File: src/rtl/core/gcd_pkg.sv
// ----------------------------------------------------------------------------
// gcd_pkg
// Shared widths, fixed-point constants and the CORDIC angle table.
// ----------------------------------------------------------------------------
`default_nettype none

package gcd_pkg;

    // Number of CORDIC iterations in each CORDIC pipeline.
    localparam int CORDIC_STEPS = 32;

    // Angle lanes: latitude difference, latitude sum, longitude difference.
    localparam int LANES     = 3;
    localparam int LANE_DLAT = 0;
    localparam int LANE_SLAT = 1;
    localparam int LANE_DLON = 2;

    // Field widths.
    localparam int LAT_W  = 30;
    localparam int LON_W  = 31;
    localparam int DIST_W = 33;

    // Internal widths.
    localparam int RAW_W    = 33;   // raw coordinate difference or sum
    localparam int ANG_W    = 31;   // angle reduced to one turn
    localparam int FOLD_W   = 30;   // angle folded to half a turn
    localparam int ZQ_W     = 31;   // half angle in radians, Q30
    localparam int UNIT_W   = 31;   // value in [0, 1], Q30
    localparam int ROT_W    = 32;   // rotation CORDIC datapath
    localparam int HAV_W    = 61;   // value in [0, 1], Q60
    localparam int SQ_IN_W  = 62;   // square root radicand, even width
    localparam int SQ_STEPS = SQ_IN_W / 2;
    localparam int ROOT_W   = SQ_IN_W / 2;
    localparam int REM_W    = ROOT_W + 3;
    localparam int VEC_W    = 34;   // vectoring CORDIC datapath
    localparam int PROD_W   = 63;   // angle times diameter

    // Fixed-point constants.
    localparam logic [63:0] PI_Q60 = 64'h3243_F6A8_885A_308D;
    localparam logic [63:0] HALF_DEG_RAD_Q38 = (PI_Q60 / 64'd360) >> 22;
    localparam logic signed [RAW_W-1:0] TURN_Q22     = 33'sd1509949440;
    localparam logic signed [RAW_W-1:0] TWO_TURN_Q22 = 33'sd3019898880;
    localparam logic [ANG_W-1:0]  HALF_TURN_Q22 = 31'd754974720;
    localparam logic signed [ROT_W-1:0] KINV_Q30 = 32'sd652032874;
    localparam logic [UNIT_W-1:0] ONE_Q30 = 31'h4000_0000;
    localparam logic [HAV_W-1:0]  ONE_Q60 = 61'h1000_0000_0000_0000;
    localparam logic [31:0]       DIAM_Q8 = 32'd3261952000;
    localparam logic [63:0]       RADIUS_Q8 = 64'd1630976000;
    localparam logic [63:0]       HALF_CIRC_Q8 = ((PI_Q60 >> 30) * RADIUS_Q8) >> 30;
    localparam logic [63:0]       ROUND_HALF_Q30 = 64'h2000_0000;

    // atan(2^-i) in Q30 for the first iterations.
    localparam logic [31:0] ATAN_HEAD [11] = '{
        32'd843314856, 32'd497837829, 32'd263043836, 32'd133525158,
        32'd67021686,  32'd33543515,  32'd16775850,  32'd8388437,
        32'd4194282,   32'd2097149,   32'd1048575
    };

    // CORDIC angle for iteration step, Q30.
    function automatic logic [31:0] atan_q30(input int step);
        logic [31:0] r;
        if (step < 11)
        begin
            r = ATAN_HEAD[step];
        end
        else if (step < 30)
        begin
            r = (32'd1 << (30 - step)) - 32'd1;
        end
        else
        begin
            r = '0;
        end
        return r;
    endfunction

endpackage

`default_nettype wire

File: src/rtl/core/gcd_front.sv
// ----------------------------------------------------------------------------
// gcd_front
// Forms the three angle terms, reduces them to one turn, folds them to half a
// turn and scales them to half-angle radians in Q30. Four stages.
// ----------------------------------------------------------------------------
`default_nettype none

module gcd_front (
    input  logic                              clk,
    input  logic                              rst_n,
    input  logic                              adv,
    input  logic                              in_valid,
    input  logic signed [gcd_pkg::LAT_W-1:0]  first_lat,
    input  logic signed [gcd_pkg::LON_W-1:0]  first_lon,
    input  logic signed [gcd_pkg::LAT_W-1:0]  second_lat,
    input  logic signed [gcd_pkg::LON_W-1:0]  second_lon,
    output logic                              out_valid,
    output logic [gcd_pkg::ZQ_W-1:0]          ang [gcd_pkg::LANES]
);
    import gcd_pkg::*;

    localparam int DEPTH = 4;

    logic [DEPTH-1:0]          v_reg;
    logic signed [RAW_W-1:0]   raw_reg  [LANES];
    logic signed [RAW_W-1:0]   raw_next [LANES];
    logic [ANG_W-1:0]          mod_reg  [LANES];
    logic [ANG_W-1:0]          mod_next [LANES];
    logic [FOLD_W-1:0]         fold_reg [LANES];
    logic [FOLD_W-1:0]         fold_next[LANES];
    logic [ZQ_W-1:0]           ang_reg  [LANES];
    logic [ZQ_W-1:0]           ang_next [LANES];

    // Valid bits move with the data.
    always_ff @(posedge clk or negedge rst_n)
    begin
        if (!rst_n)
        begin
            v_reg <= '0;
        end
        else if (adv)
        begin
            v_reg <= {v_reg[DEPTH-2:0], in_valid};
        end
    end

    // Differences and the latitude sum.
    always_comb
    begin
        raw_next[LANE_DLAT] = RAW_W'(second_lat) - RAW_W'(first_lat);
        raw_next[LANE_SLAT] = RAW_W'(first_lat) + RAW_W'(second_lat);
        raw_next[LANE_DLON] = RAW_W'(second_lon) - RAW_W'(first_lon);
    end

    // Reduction into [0, one turn) and fold into [0, half a turn].
    always_comb
    begin
        logic signed [RAW_W-1:0] plus1;
        logic signed [RAW_W-1:0] plus2;
        logic signed [RAW_W-1:0] minus1;
        logic [ANG_W-1:0]        back;
        for (int l = 0; l < LANES; l++)
        begin
            plus1  = raw_reg[l] + TURN_Q22;
            plus2  = raw_reg[l] + TWO_TURN_Q22;
            minus1 = raw_reg[l] - TURN_Q22;
            if (raw_reg[l] < 0)
            begin
                mod_next[l] = (plus1 < 0) ? plus2[ANG_W-1:0] : plus1[ANG_W-1:0];
            end
            else if (raw_reg[l] >= TURN_Q22)
            begin
                mod_next[l] = minus1[ANG_W-1:0];
            end
            else
            begin
                mod_next[l] = raw_reg[l][ANG_W-1:0];
            end

            back = TURN_Q22[ANG_W-1:0] - mod_reg[l];
            if (mod_reg[l] > HALF_TURN_Q22)
            begin
                fold_next[l] = back[FOLD_W-1:0];
            end
            else
            begin
                fold_next[l] = mod_reg[l][FOLD_W-1:0];
            end
        end
    end

    // Degrees to half-angle radians.
    always_comb
    begin
        logic [2*FOLD_W+1:0] prod;
        for (int l = 0; l < LANES; l++)
        begin
            prod = (2*FOLD_W+2)'(fold_reg[l]) * (2*FOLD_W+2)'(HALF_DEG_RAD_Q38);
            ang_next[l] = prod[30 +: ZQ_W];
        end
    end

    always_ff @(posedge clk)
    begin
        if (adv)
        begin
            raw_reg  <= raw_next;
            mod_reg  <= mod_next;
            fold_reg <= fold_next;
            ang_reg  <= ang_next;
        end
    end

    assign out_valid = v_reg[DEPTH-1];
    assign ang       = ang_reg;

endmodule

`default_nettype wire

File: config.mk
export PLATFORM = sky130hd
export DESIGN_NAME = gcd_front
export DESIGN_NICKNAME = d
export VERILOG_FILES = /design/src/rtl/core/gcd_pkg.sv /design/src/rtl/core/gcd_front.sv
export SDC_FILE = /design/constraint.sdc
export NUM_CORES = 2
export LEC_CHECK = 0
export ABC_CLOCK_PERIOD_IN_PS = 15100
export BUFFER_PORTS_ARGS = -buffer_cell sky130_fd_sc_hd__buf_2
export CORE_ASPECT_RATIO = 2
export CORE_MARGIN = 4
export CORE_UTILIZATION = 45
export DETAILED_ROUTE_END_ITERATION = 8
export PLACE_DENSITY = 0.67
export SLEW_MARGIN = 30
export SYNTH_ARGS = -nofsm -noshare
export SYNTH_HDL_FRONTEND = slang
export SYNTH_SLANG_ARGS = --single-unit
File: constraint.sdc
create_clock -name clk -period 15.1 [get_ports clk]
set_input_delay 0 -clock clk [delete_from_list [all_inputs] [get_ports clk]]
set_output_delay 0 -clock clk [all_outputs]
set_load 0.01 [all_outputs]
# Word level (Yosys, flattened, before mapping)

Cells that the tools add are included.
W data, S select, Z words.

Bits in registers: 374
Bits of input ports: 126
Logic and storage cells: 55

$add $sub $neg: 15
Multipliers: 3
$lt $le $gt $ge: 12
Mux-type cells: 12

Operator list:

| kind                     | number |
|---|---|
| $mux W31                 | 9 |
| $mul A30 B31 Y60 const B | 3 |
| $lt A33 B1 Y1 const B    | 3 |
| $add A31 B31 Y31 const B | 3 |
| $gt A31 B30 Y1 const B   | 3 |
| $sub A31 B31 Y31 const B | 3 |
| $mux W30                 | 3 |
| $sub A29 B30 Y30 const A | 3 |
| $add A31 B32 Y33 const B | 2 |
| $ge A31 B32 Y1 const B   | 2 |
| $lt A31 B1 Y1 const B    | 2 |
| $add A32 B32 Y33 const B | 1 |
| $ge A32 B32 Y1 const B   | 1 |
| $lt A32 B1 Y1 const B    | 1 |
| $sub A31 B31 Y32         | 1 |
| $add A30 B30 Y31         | 1 |
| $sub A30 B30 Y31         | 1 |

# Depth between registers and ports, before layout

Word-level depth: 4
Gate-level depth with buffers: 27

# Worst setup path before layout

No wires, ideal clock.

Kind: register to register
Start point: register fold_reg[68] (netlist name)
End point: register ang_reg (netlist bit ang[84]), data pin
Arrival time: 7193 ps
Data required time: 14842 ps
Setup slack: 7649 ps
Stages on the path, launching flop included: 26
Path buffers: 0
Cells stage by stage: edfxtp_1 inv_1 fa_1 fa_1 inv_1 fa_1 inv_1 fa_1 inv_1 fa_1 inv_1 fa_1 inv_1 fa_1 fa_1 ha_1 a21oi_1 o21ai_1 a2111o_1 a211o_1 o211a_1 o211a_1 a211o_1 a211o_1 a31oi_1 xnor2_1

RTL lines:

| item                     | line             | text |
|---|---|---|
| start: declaration       | gcd_front.sv:29  | `logic [FOLD_W-1:0] fold_reg [LANES];` |
| start signal: assignment | gcd_front.sv:109 | `fold_reg <= fold_next;` |
| end signal: assignment   | gcd_front.sv:110 | `ang_reg <= ang_next;` |
| end: declaration         | gcd_front.sv:31  | `logic [ZQ_W-1:0] ang_reg [LANES];` |

==> metrics.txt <==
outcome completed; die height 527 um; reg-to-reg startpoint fold_reg[10]; Max Cap Viol 0; crit share post-route 0.572; EDFF count, synth 367; Slew Limit Fails 0; Clock Skew ~25 ps; Iteration-0 DRC Markers 1678; DIE AREA 141000 sq um; largest net degree at the start of global routing 132; ranking of synthesized cells by area fa_1 33%, ha_1 23%, edfxtp_1 18%, inv_1 10%, xnor2_1 2.8%; Worst Setup EP ang[25]; Crit. Startpoint fold_reg[10]; Total Routing Usage GR 0.245; vias in the first global route 46000; CTS clock-pin slew for the worst setup and hold paths 70 ps; Final Setup Violations 0; final hold vios 0; post-synth cell types around 80; layout cells sized above 1 0.0545; Slew HR 0.381; vias per cell 5.23; DR pass1 iterations 5; antenna violations before repair 8; via count 40300; hold path depth 5; f_max 116 MHz; Synth Net Count 7855; Max Buffers Root-to-Sink 3; CTS tree yes; WP data arrival ~9000 ps; first-pass GRT wire length 258 mm; I/O pins 220; asr flop ratio synth 0.0108; RR Endpoint ang[25]; Final nets roughly 8200; remaining antenna violation count 0; Sink Count between 300 and 400; Post-CTS Resized 0; path depth of the worst reg2reg path 24; Synth Flop Type edfxtp_1; total grt overflow 0; DRC Markers 0; post-synthesis instance total 5609; most numerous cell in the Yosys netlist inv_1; Post-DP HPWL 148 mm; Hold WC Path Type input pin to flop; Synth Cell Area 60600 sq um; syn avg cell area 10.8 sq um; htree depth 2; Crit Path Class flop to flop; Yosys top cell by area fa_1; final WL around 170 mm; Initial Util 0.452; Fin Setup TNS 0 ps; Ys Warns 0; RSZ-0062 raised after global routing no; core area 134000 sq um; synth cell count leaders 1623 x inv_1, 1135 x ha_1, 985 x fa_1, 367 x edfxtp_1, 203 x a21oi_1; beginning of the worst hold path first_lon[5]; Port-buffer cells 219; actual slew at the worst max-slew pin 929 ps; placer congestion estimate 1.00; width of the die 267 um; clk_lat worst skew between 600 and 700 ps; final-layout fill cell count 12100; startpoint types flop; CTS Root Buffer Type clkbuf_16; Inserted Clock Buffers 38; crit path time final 8640 ps; area share of the largest cell type after synthesis 0.326; DR WL/cell 21.8 um; sequential fraction of the synthesis area 0.184; worst-path maximum fanout 13; # rows 190; Setup crit end kind flop; synthesized flop and latch total 371; area growth from synthesis to layout 8.99%; Critical Path RT 15460 ps; Reg2Reg Setup Slack 6460 ps
==> layer usage <==
| metal | share of wire | wire length, um | GRT usage |
|---|---|---|---|
| met1 | 0.30 | 50100 | 0.216 |
| met2 | 0.57 | 95500 | 0.486 |
| met3 | 0.026 | 4440 | 0.0217 |
| met4 | 0.11 | 17900 | 0.202 |
| met5 | 0 | 0 | 0 |
==> layout make-up <==
type	instances	area (sq um)	area share
sequential	371	11100	0.168
inverter	1625	6100	0.0924
clock inverter	26	342	0.00518
timing repair buffer	321	2110	0.0320
antenna	7	17.5	0.000265
tap	1728	2160	0.0328
clock buffer	42	966	0.0146
multi-input combinational	3573	43200	0.654
==> per-stage QoR <==
stage,instances,area (sq um),hold slack (ps),utilization,worst slack (ps)
after floorplan,5609,60600,-296,-,7650
after global placement,7529,63800,-195,0.477,6540
after detailed placement,7529,63800,-194,0.477,6470
after CTS,7686,66000,0.306,0.493,6400
after global routing,7692,66000,47.4,0.493,6080
final,7693,66000,20.6,0.493,6460
==> cell usage in the layout (no fill, tap or decap), types with 15 or more instances in the layout <==
cell              n
nand2b_1         29
fa_1            985
buf_2           218
nor2b_1          35
nor3_1           39
inv_1          1623
or4_1            18
or2_2            16
xor2_1           77
o31ai_1          30
dlygate4sd3_1    89
a21oi_1         203
nand4_1          38
a21o_1           94
o21ai_0         104
and3_1           15
clkbuf_16        38
nor2_1          131
xnor2_1         195
nand3_1          34
o21bai_1         27
a211oi_1         23
o21a_1           17
ha_1           1135
edfxtp_1        367
nand2_1         130
a31oi_1          17
==> what timing repair did <==
action                                 in CTS  in global routing
endpoints found under the hold margin     144                  0
setup buffers                               0                  0
hold buffers                               89                  0
==> worst min path at each step <==
stage / endpoint / slack [ps]
global placement: v_reg[3] / -200
detailed placement: v_reg[3] / -190
floorplan: v_reg[0] / -300
CTS: raw_reg[48] / 0.3
finish: raw_reg[6] / 20
global route: raw_reg[71] / 50
==> worst max-delay path, stage by stage (launching register included) <==
cell      delay (ps)
edfxtp_1         820
fa_1             630
xnor2_1          400
inv_1             90
ha_1             190
or2_2            300
fa_1             500
inv_1             50
fa_1             480
inv_1             50
fa_1             480
fa_1             580
fa_1             420
ha_1             290
ha_1             380
a21o_1           140
a21oi_1          140
o21ba_1          200
o21ai_0          680
a221o_1          300
a31o_2           210
nor2_1           130
o31ai_1          530
a221oi_1         210
xnor2_1          170
==> logic make-up (layout without fill, tap and decap cells) <==
group	after synthesis	after routing	share of synthesized area
adder cells (fa/ha/maj)	2120	2120	0.560
buffers and inverters	1665	2014	0.103
AO/OA/AOI/OAI	639	639	0.0679
AND/OR/NAND/NOR	537	537	0.0447
flip-flops	371	371	0.184
XOR/XNOR	272	272	0.0393
multiplexers	5	5	0.000909
other	0	7	0
Power is not shown: default switching activity piles up to over one toggle a cycle in this logic, so the estimate is an artifact.
